--- src/slif_pkg.sv ---
// Shared constants, types and codes for the sorted list insert/find block.
`timescale 1ns / 1ps
`default_nettype none
package slif_pkg;

   localparam int CAPACITY    = 64;
   localparam int ADDR_W      = $clog2(CAPACITY);
   localparam int LINK_W      = $clog2(CAPACITY + 1);
   localparam int VALUE_W     = 32;
   localparam int NODE_W      = VALUE_W + LINK_W;
   localparam int COUNT_OUT_W = 7;

   typedef logic [LINK_W-1:0]  link_type;
   typedef logic [ADDR_W-1:0]  addr_type;
   typedef logic [VALUE_W-1:0] value_type;
   typedef logic [NODE_W-1:0]  node_type;

   // Link value that marks the end of the list.
   localparam link_type END_LINK = LINK_W'(CAPACITY);

   localparam logic ACT_INSERT = 1'b0;
   localparam logic ACT_FIND   = 1'b1;

   localparam logic STAT_DONE = 1'b0;
   localparam logic STAT_FULL = 1'b1;

   typedef enum logic [3:0] {
      ST_IDLE    = 4'b0001,
      ST_EVAL    = 4'b0010,
      ST_WR_SLOT = 4'b0100,
      ST_WR_PRED = 4'b1000
   } state_type;

   typedef struct packed {
      logic     rd_en;
      addr_type rd_addr;
      logic     wr_en;
      addr_type wr_addr;
      node_type wr_data;
   } mem_req_type;

endpackage
`default_nettype wire

--- src/slif_ram.sv ---
// Generic single-port-write, single-port-read RAM with registered read data.
`timescale 1ns / 1ps
`default_nettype none
module slif_ram #(
   parameter int WIDTH = 32,
   parameter int DEPTH = 64
) (
   input  wire logic                     clock,
   input  wire logic                     wr_en,
   input  wire logic [$clog2(DEPTH)-1:0] wr_addr,
   input  wire logic [WIDTH-1:0]         wr_data,
   input  wire logic                     rd_en,
   input  wire logic [$clog2(DEPTH)-1:0] rd_addr,
   output logic      [WIDTH-1:0]         rd_data
);

   logic [WIDTH-1:0] mem_ff [DEPTH];
   logic [WIDTH-1:0] rd_data_ff;

   always_ff @(posedge clock) begin
      if (wr_en) begin
         mem_ff[wr_addr] <= wr_data;
      end
      if (rd_en) begin
         rd_data_ff <= mem_ff[rd_addr];
      end
   end

   assign rd_data = rd_data_ff;

endmodule
`default_nettype wire

--- src/slif_ctrl.sv ---
// List walker: sequences node reads, the ordered splice and the result strobe.
`timescale 1ns / 1ps
`default_nettype none
module slif_ctrl (
   input  wire logic                                clock,
   input  wire logic                                reset,
   input  wire logic                                start,
   input  wire logic                                action,
   input  wire logic signed [slif_pkg::VALUE_W-1:0] value,
   output logic                                     busy,
   output slif_pkg::mem_req_type                    mem_req,
   input  wire slif_pkg::node_type                  rd_data,
   output logic                                     rsp_valid,
   output logic                                     rsp_found,
   output logic                                     rsp_status,
   output logic [slif_pkg::COUNT_OUT_W-1:0]         rsp_entry_count
);

   slif_pkg::state_type state_ff, state_in;
   slif_pkg::link_type  head_ff, head_in;
   slif_pkg::link_type  count_ff, count_in;
   logic                rsp_valid_ff, rsp_valid_in;

   logic                action_ff, action_in;
   slif_pkg::value_type value_ff, value_in;
   slif_pkg::link_type  cur_ff, cur_in;
   logic                at_head_ff, at_head_in;
   slif_pkg::addr_type  prev_idx_ff, prev_idx_in;
   slif_pkg::value_type prev_val_ff, prev_val_in;
   slif_pkg::link_type  wlink_ff, wlink_in;
   logic                pred_wr_ff, pred_wr_in;
   logic                rsp_found_ff, rsp_found_in;
   logic                rsp_status_ff, rsp_status_in;
   logic [slif_pkg::COUNT_OUT_W-1:0] rsp_count_ff, rsp_count_in;

   slif_pkg::value_type node_val;
   slif_pkg::link_type  node_link;
   logic                link_ok;
   logic                head_ok;
   logic                is_full;
   slif_pkg::addr_type  slot_addr;

   assign node_val  = rd_data[slif_pkg::VALUE_W-1:0];
   assign node_link = rd_data[slif_pkg::NODE_W-1:slif_pkg::VALUE_W];
   assign link_ok   = node_link < slif_pkg::END_LINK;
   assign head_ok   = head_ff < slif_pkg::END_LINK;
   assign is_full   = count_ff >= slif_pkg::END_LINK;
   assign slot_addr = count_ff[slif_pkg::ADDR_W-1:0];

   always_comb begin
      state_in      = state_ff;
      head_in       = head_ff;
      count_in      = count_ff;
      rsp_valid_in  = 1'b0;
      action_in     = action_ff;
      value_in      = value_ff;
      cur_in        = cur_ff;
      at_head_in    = at_head_ff;
      prev_idx_in   = prev_idx_ff;
      prev_val_in   = prev_val_ff;
      wlink_in      = wlink_ff;
      pred_wr_in    = pred_wr_ff;
      rsp_found_in  = rsp_found_ff;
      rsp_status_in = rsp_status_ff;
      rsp_count_in  = rsp_count_ff;
      mem_req       = '0;

      unique case (state_ff)
         slif_pkg::ST_IDLE: begin
            if (start) begin
               action_in     = action;
               value_in      = value;
               cur_in        = head_ff;
               at_head_in    = 1'b1;
               rsp_found_in  = 1'b0;
               rsp_status_in = slif_pkg::STAT_DONE;
               rsp_count_in  = slif_pkg::COUNT_OUT_W'(count_ff);
               if (action == slif_pkg::ACT_INSERT && is_full) begin
                  // drop the insert, report full
                  rsp_valid_in  = 1'b1;
                  rsp_status_in = slif_pkg::STAT_FULL;
               end else if (!head_ok) begin
                  if (action == slif_pkg::ACT_FIND) begin
                     rsp_valid_in = 1'b1;
                  end else begin
                     wlink_in   = slif_pkg::END_LINK;
                     pred_wr_in = 1'b0;
                     head_in    = count_ff;
                     state_in   = slif_pkg::ST_WR_SLOT;
                  end
               end else begin
                  mem_req.rd_en   = 1'b1;
                  mem_req.rd_addr = head_ff[slif_pkg::ADDR_W-1:0];
                  state_in        = slif_pkg::ST_EVAL;
               end
            end
         end

         slif_pkg::ST_EVAL: begin
            if (action_ff == slif_pkg::ACT_FIND) begin
               if (node_val == value_ff) begin
                  rsp_found_in = 1'b1;
                  rsp_valid_in = 1'b1;
                  state_in     = slif_pkg::ST_IDLE;
               end else if (!link_ok) begin
                  rsp_valid_in = 1'b1;
                  state_in     = slif_pkg::ST_IDLE;
               end else begin
                  cur_in          = node_link;
                  mem_req.rd_en   = 1'b1;
                  mem_req.rd_addr = node_link[slif_pkg::ADDR_W-1:0];
               end
            end else begin
               if ($signed(node_val) > $signed(value_ff)) begin
                  // splice in front of this node
                  wlink_in = cur_ff;
                  if (at_head_ff) begin
                     head_in    = count_ff;
                     pred_wr_in = 1'b0;
                  end else begin
                     pred_wr_in = 1'b1;
                  end
                  state_in = slif_pkg::ST_WR_SLOT;
               end else if (!link_ok) begin
                  // append after the tail
                  wlink_in    = slif_pkg::END_LINK;
                  pred_wr_in  = 1'b1;
                  prev_idx_in = cur_ff[slif_pkg::ADDR_W-1:0];
                  prev_val_in = node_val;
                  state_in    = slif_pkg::ST_WR_SLOT;
               end else begin
                  prev_idx_in     = cur_ff[slif_pkg::ADDR_W-1:0];
                  prev_val_in     = node_val;
                  at_head_in      = 1'b0;
                  cur_in          = node_link;
                  mem_req.rd_en   = 1'b1;
                  mem_req.rd_addr = node_link[slif_pkg::ADDR_W-1:0];
               end
            end
         end

         slif_pkg::ST_WR_SLOT: begin
            mem_req.wr_en   = 1'b1;
            mem_req.wr_addr = slot_addr;
            mem_req.wr_data = {wlink_ff, value_ff};
            if (pred_wr_ff) begin
               state_in = slif_pkg::ST_WR_PRED;
            end else begin
               count_in     = count_ff + 1'b1;
               rsp_count_in = slif_pkg::COUNT_OUT_W'(count_in);
               rsp_valid_in = 1'b1;
               state_in     = slif_pkg::ST_IDLE;
            end
         end

         slif_pkg::ST_WR_PRED: begin
            mem_req.wr_en   = 1'b1;
            mem_req.wr_addr = prev_idx_ff;
            mem_req.wr_data = {count_ff, prev_val_ff};
            count_in        = count_ff + 1'b1;
            rsp_count_in    = slif_pkg::COUNT_OUT_W'(count_in);
            rsp_valid_in    = 1'b1;
            state_in        = slif_pkg::ST_IDLE;
         end

         default: begin
            state_in = slif_pkg::ST_IDLE;
         end
      endcase
   end

   always_ff @(posedge clock) begin
      if (reset) begin
         state_ff     <= slif_pkg::ST_IDLE;
         head_ff      <= slif_pkg::END_LINK;
         count_ff     <= '0;
         rsp_valid_ff <= 1'b0;
      end else begin
         state_ff     <= state_in;
         head_ff      <= head_in;
         count_ff     <= count_in;
         rsp_valid_ff <= rsp_valid_in;
      end
   end

   always_ff @(posedge clock) begin
      action_ff     <= action_in;
      value_ff      <= value_in;
      cur_ff        <= cur_in;
      at_head_ff    <= at_head_in;
      prev_idx_ff   <= prev_idx_in;
      prev_val_ff   <= prev_val_in;
      wlink_ff      <= wlink_in;
      pred_wr_ff    <= pred_wr_in;
      rsp_found_ff  <= rsp_found_in;
      rsp_status_ff <= rsp_status_in;
      rsp_count_ff  <= rsp_count_in;
   end

   assign busy            = state_ff != slif_pkg::ST_IDLE;
   assign rsp_valid       = rsp_valid_ff;
   assign rsp_found       = rsp_found_ff;
   assign rsp_status      = rsp_status_ff;
   assign rsp_entry_count = rsp_count_ff;

endmodule
`default_nettype wire

--- src/sorted_list_insert_find.sv ---
// Top level of the sorted list insert/find block: node RAM plus list walker.
//
//   channel   ports                                   handshake
//   request   req_action, req_value                   start && !busy
//   response  rsp_found, rsp_status, rsp_entry_count  rsp_valid, one cycle
//
// A find walks until it hits the value or the tail; an insert walks to its
// place, writes the new slot, then its predecessor unless it goes at the
// head. The node RAM has one read port and the walk follows one link per
// cycle. A full-store insert or an empty-list find answers with no node read.
// Reset empties the list at once; the node RAM needs no clearing pass.
// The receiver cannot stall: rsp_valid is a single-cycle strobe.
`timescale 1ns / 1ps
`default_nettype none
module sorted_list_insert_find (
   input  wire logic                                clock,
   input  wire logic                                reset,
   input  wire logic                                start,
   output logic                                     busy,
   input  wire logic                                req_action,
   input  wire logic signed [slif_pkg::VALUE_W-1:0] req_value,
   output logic                                     rsp_valid,
   output logic                                     rsp_found,
   output logic                                     rsp_status,
   output logic [slif_pkg::COUNT_OUT_W-1:0]         rsp_entry_count
);

   slif_pkg::mem_req_type mem_req;
   slif_pkg::node_type    rd_data;

   slif_ram #(
      .WIDTH(slif_pkg::NODE_W),
      .DEPTH(slif_pkg::CAPACITY)
   ) u_node_ram (
      .clock  (clock),
      .wr_en  (mem_req.wr_en),
      .wr_addr(mem_req.wr_addr),
      .wr_data(mem_req.wr_data),
      .rd_en  (mem_req.rd_en),
      .rd_addr(mem_req.rd_addr),
      .rd_data(rd_data)
   );

   slif_ctrl u_ctrl (
      .clock          (clock),
      .reset          (reset),
      .start          (start),
      .action         (req_action),
      .value          (req_value),
      .busy           (busy),
      .mem_req        (mem_req),
      .rd_data        (rd_data),
      .rsp_valid      (rsp_valid),
      .rsp_found      (rsp_found),
      .rsp_status     (rsp_status),
      .rsp_entry_count(rsp_entry_count)
   );

endmodule
`default_nettype wire

--- config.mk ---
export PLATFORM = sky130hd
export DESIGN_NAME = sorted_list_insert_find
export DESIGN_NICKNAME = d
export VERILOG_FILES = /design/src/slif_pkg.sv /design/src/slif_ram.sv /design/src/slif_ctrl.sv /design/src/sorted_list_insert_find.sv
export SDC_FILE = /design/constraint.sdc
export NUM_CORES = 2
export LEC_CHECK = 0
export BUFFER_PORTS_ARGS = -buffer_cell sky130_fd_sc_hd__buf_2
export CORE_MARGIN = 1
export CORE_UTILIZATION = 60
export DETAILED_ROUTE_END_ITERATION = 6
export GPL_ROUTABILITY_DRIVEN = 0
export PLACE_DENSITY = 0.76
export SLEW_MARGIN = 20
export SYNTH_ARGS = -nofsm -noshare
export SYNTH_HDL_FRONTEND = slang
export SYNTH_HIERARCHICAL = 1
export SYNTH_SLANG_ARGS = --single-unit
--- constraint.sdc ---
create_clock -name clock -period 6.8 [get_ports clock]
set_input_delay 0.68 -clock clock [delete_from_list [all_inputs] [get_ports clock]]
set_output_delay 0.68 -clock clock [all_outputs]
set_load 0.01 [all_outputs]
; ---- Word level (Yosys, flattened, before mapping)
; Memories as Yosys holds them, arrays and structs flattened. A register that Yosys moved wholly into a read port is not among the register bits.
; Cells that the tools add are included.
[word_totals]
regBits = 115
ram_bits = 2496
input_bits = 36
output_inout_bits = 11
word_cells = 138
mem_count = 1
[mem_list]
columns = memory, depth, width, rd, rd_clocked_by_memory_dff, wr, line_no
row1 = u_node_ram.mem_ff, 64, 39, 1, 1, 1, slif_ram.sv:17  ; logic [WIDTH-1:0] mem_ff [DEPTH];
[classes]
n_addsub = 1
magnitude_cmp = 4
eq_ne = 24
muxes = 76
n_bitwise = 3
reduce_logical = 14
[op_table]
columns = op, count
row1 = 7-bit 2-to-1 mux, 28
row2 = 46-bit one-hot mux with 2 select lines, 1
row3 = 7-bit one-hot mux with 2 select lines, 5
row4 = 4-bit 2-to-1 mux, 10
row5 = 32-bit equality test, 1
row6 = 32-bit greater-than comparator, 1
row7 = 1-bit 2-to-1 mux, 26
row8 = 7-bit one-hot mux with 3 select lines, 1
row9 = 7-bit less-than comparator (second input constant), 2
row10 = 2-bit inequality test (second input constant), 7
row11 = 4-bit one-hot mux with 3 select lines, 1
row12 = 2-bit by 1-bit inequality test with 1-bit output (second input constant), 5
row13 = 5-bit AND reduction, 2
row14 = 4-bit AND reduction, 2
row15 = 8-bit AND reduction, 1
row16 = 7-bit by 1-bit adder with 7-bit output (second input constant), 1
row17 = 7-bit >= comparator (second input constant), 1
row18 = 7-bit AND reduction, 1
row19 = 3-bit by 2-bit inequality test with 1-bit output (second input constant), 2
row20 = 3-bit inequality test (second input constant), 2
row21 = 1-bit one-hot mux with 2 select lines, 3
row22 = 3-bit AND reduction, 2
row23 = 4-bit by 1-bit equality test with 1-bit output (second input constant), 1
row24 = 4-bit by 2-bit equality test with 1-bit output (second input constant), 1
row25 = 11 further kinds, 15

; ---- Depth between registers and ports, before layout
[logic_depth]
ltp_word = 5
mapped_depth = 20
ltp_nobuf = 14

; ---- Cells and area by module
; The synthesis kept the hierarchy.
[modules_own_cells]
columns = module, instances, cells_each, area_each_um2, seq_area_each_um2
row1 = slif_ram, 1, 4130, 96073.4, 76123.0
row2 = slif_ctrl, 1, 489, 5565.3, 3263.1

; ---- Worst setup path before layout
; Ideal clock, no wire load.
[synth_timing]
kind = register to register
start = reg u_node_ram.rd_data_ff[14] (netlist: u_node_ram/rd_data[14]) (read register of u_node_ram.mem_ff)
end = reg u_ctrl.prev_idx_ff[0], enable pin
setup_time_ns = 0.489
arrival_ns = 4.923
t_required_ns = 6.311
slack_ns = 1.388
path_stages_with_launch = 10
n_path_buf = 1
period_less_slack_ns = 5.412
cell_sequence = edfxtp_1 > ha_1 > nand4_1 > or4_4 > a21o_1 > a31oi_4 > or3_1 > a21o_1 > buf_6 > nor3b_1
[synth_via]
elab_chain_cells = 3
[synth_lines]
columns = item, line_no
row1 = from (decl), slif_ram.sv:18  ; logic [WIDTH-1:0] rd_data_ff;
row2 = 32-bit greater-than comparator, slif_ctrl.sv:114  ; if ($signed(node_val) > $signed(value_ff)) begin
row3 = 1-bit inverter (no source line), --
row4 = 3-bit AND reduction (no source line), --
row5 = to (signal assigned), slif_ctrl.sv:191  ; prev_idx_ff <= prev_idx_in;
row6 = to (decl), slif_ctrl.sv:28  ; slif_pkg::addr_type prev_idx_ff, prev_idx_in;
; Every way passes these cells.
; A chain may end at the register's enable or synchronous reset.

==> impl_metrics.toml <==
[final_layout]
multi_input_comb_area_um2 = 21600
nFillCells = 9675
regArea_um2 = 79400
design_area_um2 = 115000
drive_gt1_share_pct = 27.7
final_util_pct = 68.5
nets = 5023
area_delta_synth_final_pct = 12.9

[clock_tree]
cts_sinks = 2650
ctsLongestPathBuffers = 4
h-tree-depth = 5
cts_tree = "done"
cts_setup_buffers = 0
clock_latency_ps = 920
cts_buffers = 275
clk_pin_slew_worst_paths_ps = 60
root_buffer = "clkbuf_16"
cts_resized = 0

[detailed_routing]
drt_iter0_drc = 8658
wl_um = 272000
ant_nets = 0
drtPass1Iterations = 7
vias_per_cell = 7.08
wl_per_cell_um = 37.0
via_count = 52000
drc = 1

[logic_synthesis]
syn_nets = 4688
ys.flop_type = "edfxtp_1"
synthesis.area_um2 = 102000
yosysUniqueCellTypes = 65
ys_async_sr_fraction_pct = 0
avgSynthCellArea_um2 = 22.0
syn-instance-count = 4619
synth-edff-count = 2631
yosys_warnings = 6
synth_seq_cells = 2650
synth-seq-area-share_pct = 78.1

[worst_setup_path]
crit_chain = "ha_1 > nand2_1 > o21ai_0 > a221oi_1 > o311ai_0 > or4_1 > nand4b_2 > o21ai_4 > buf_12 > buf_4 > buf_4 > mux4_2 > mux2_2 > o22ai_1 > nor4_1"
rr_worst_depth = 15
worstSetupEndpointType = "register"
rrSetupSlack_ps = 750
crit_required_ps = 7420
reg2reg_to = "u_node_ram/rd_data[0]"
crit_fanout = 55
cpMaxStageDelayCell = "o311ai_0"
arrival_ps = 6680
cpPeakStageDelay_ps = 890
crit_top_cell = "buf_4"
critPathLaunchType = "register"
worstReg2RegStart = "u_node_ram/rd_data[19]"
critPathKind = "reg2reg"

[timing]
timing.clock.skew_ps = 61.7
max_freq_mhz = 165
setup_violations = 0
rsz0062_at_grt = "false"
period_needed_ps = 6050
final.period_utilization_pct = 89.0
relSlewSlack_pct = 19.5
hold_viol = 0
tns_ps = 0
slew_violations = 0
setup_slack_ps = 747
worst_slew_pin_slew_ps = 1200
holdWs_ps = 47.9

[run_status]
outcome = "finished, violations left"
violations = "design-rule violations"

[hold_path]
min_to = "u_ctrl/value_ff[30]"
hold_path_depth = 1
min_from = "req_value[30]"
hp-class = "in2reg"

[global_route]
grt_usage_pct = 32.2
grt_pass1_wl_um = 380000
grt_max_degree = 78
grt_pass1_vias = 51600
antenna_found_initial = 10
grt_overflow = 0

[floorplanning]
placementRows = 150
die_x_um = 414
die_h_um = 414
io_pins = 47
design.core.area_um2 = 168000
die-area_um2 = 171000
start_util_pct = 60.6

[placement]
dp_hpwl_um = 154000
place_ws_ps = 935
port_buffers = 46
placed_cell_area_um2 = 106000

[power_and_ir_drop]
p_per_area_nw_per_um2 = 295
p_leak_uw = 0.0329
ir_drop_mv = 0.317

[job]
maxCapViolations = 0
## layout make-up
class,count,share of cell area (%)
Antenna cell,6,0.0131
Sequential cell,2650,69.2
Clock inverter,111,0.605
Clock buffer,348,6.48
Multi-Input combinational cell,1666,18.8
Tap cell,2204,2.40
Inverter,46,0.150
Timing Repair Buffer,315,2.32
## critical path, delay by kind of cell (launching register included)
family / cells / cell delay (ps)
adder cells (fa/ha/maj): 1 / 350
flip-flops: 1 / 420
AO/OA/AOI/OAI: 5 / 2290
buffers and inverters: 3 / 1030
AND/OR/NAND/NOR: 4 / 760
multiplexers: 2 / 860
## where the power goes
part	total [µW]	switching [µW]	leakage, µW	internal [µW]
Clock	13900	5940	0.00399	7980
Sequential	18500	102	0.0223	18400
Combinational	1510	1170	0.00662	336
## layer usage
metal  routed length [µm]  GRT usage [%]
met5                    0              0
met4                15800           16.1
met3                38600           9.53
met2               125000           48.4
met1                92100           43.5
## registers in the layout (all words and copies together), names as in the netlist
signal                  flops
u_node_ram/rd_data         39
u_ctrl/prev_idx_ff          6
u_ctrl/state_ff             4
u_ctrl/count_ff             7
u_ctrl/value_ff            32
u_ctrl/cur_ff               7
u_ctrl/rsp_found            1
u_ctrl/rsp_valid            1
u_node_ram/mem_ff        2496
u_ctrl/pred_wr_ff           1
u_ctrl/rsp_entry_count      7
u_ctrl/prev_val_ff         32
u_ctrl/rsp_status           1
u_ctrl/wlink_ff             7
u_ctrl/at_head_ff           1
u_ctrl/action_ff            1
u_ctrl/head_ff              7
## cell usage after synthesis (all sizes together) (4+ instances only)
library cell	n	area share, %
a22oi	36	0.27
edfxtp	2631	78
nor2b	39	0.24
o22ai	154	0.95
a21oi	17	0.084
nand3b	9	0.066
nand2b	23	0.14
nand3	27	0.13
ha	33	0.41
nor3	42	0.22
a21o	6	0.044
buf	160	1.1
or3	7	0.043
a211oi	44	0.32
nor4	22	0.14
mux4	593	13
nor4b	4	0.047
xor2	5	0.043
o22a	32	0.28
nand4	31	0.19
a22o	14	0.12
mux2	49	0.54
o21a	11	0.081
o211a	10	0.098
dfxtp	19	0.37
or3b	4	0.034
nand2	109	0.40
o221ai	40	0.34
clkbuf	97	0.36
nor2	118	0.45
inv	45	0.17
mux2i	79	0.78
a31oi	10	0.076
o21ai	53	0.26
or2	12	0.074
xnor2	7	0.060
## per-stage QoR
stage               total power (µW)  cells
floorplan                      19500   4619
global placement               20200   6854
detailed placement             20200   6855
CTS                            33900   7336
global route                   34600   7342
finish                         33900   7346
## how the worst max path moves through the flow
stage | start | end | slack [ps] | cells after the start
2_1_floorplan | u_node_ram/rd_data[14] | u_ctrl/prev_idx_ff[0] | 1390 | 9
3_3_place_gp | u_node_ram/rd_data[19] | u_node_ram/rd_data[38] | 880 | 14
3_5_place_dp | u_node_ram/rd_data[19] | u_node_ram/rd_data[0] | 940 | 15
4_1_cts | u_node_ram/rd_data[19] | u_node_ram/rd_data[0] | 910 | 15
5_1_grt | u_node_ram/rd_data[19] | u_node_ram/rd_data[0] | 540 | 15
6_report | u_node_ram/rd_data[19] | u_node_ram/rd_data[0] | 750 | 15
## layout by cell type (no fill, tap or decap), drive strengths merged, types with 31 or more instances in the layout
master | Yosys | routed
mux2 | 49 | 49
nor2b | 39 | 39
o22ai | 154 | 154
a22oi | 36 | 36
nand2 | 109 | 109
inv | 45 | 47
edfxtp | 2631 | 2631
buf | 160 | 293
a211oi | 44 | 44
clkinv | 1 | 101
mux2i | 79 | 79
o21ai | 53 | 53
nand4 | 31 | 31
mux4 | 593 | 593
nor2 | 118 | 118
ha | 33 | 33
o22a | 32 | 32
o221ai | 40 | 40
clkbuf | 97 | 348
nor3 | 42 | 42
## kinds of logic (layout without fill, tap and decap cells)
logic type	after synthesis	in the layout	share of synthesized area, %
DFF	2650	2650	78.1
muxes	721	721	14.5
adders and majority gates	33	33	0.406
xor gates and xnor gates	12	12	0.103
AOI/OAI and AO/OA	439	439	3.03
other	0	6	0
buffers and inverters	303	820	1.60
and+or+nand+nor	461	461	2.29
## what timing repair did
action	4_1_cts	5_1_grt
hold buffers	22	0
setup endpoints to repair	0	0
endpoints found under the hold margin	22	0
Note: power is estimated with default switching activity, not from simulation.
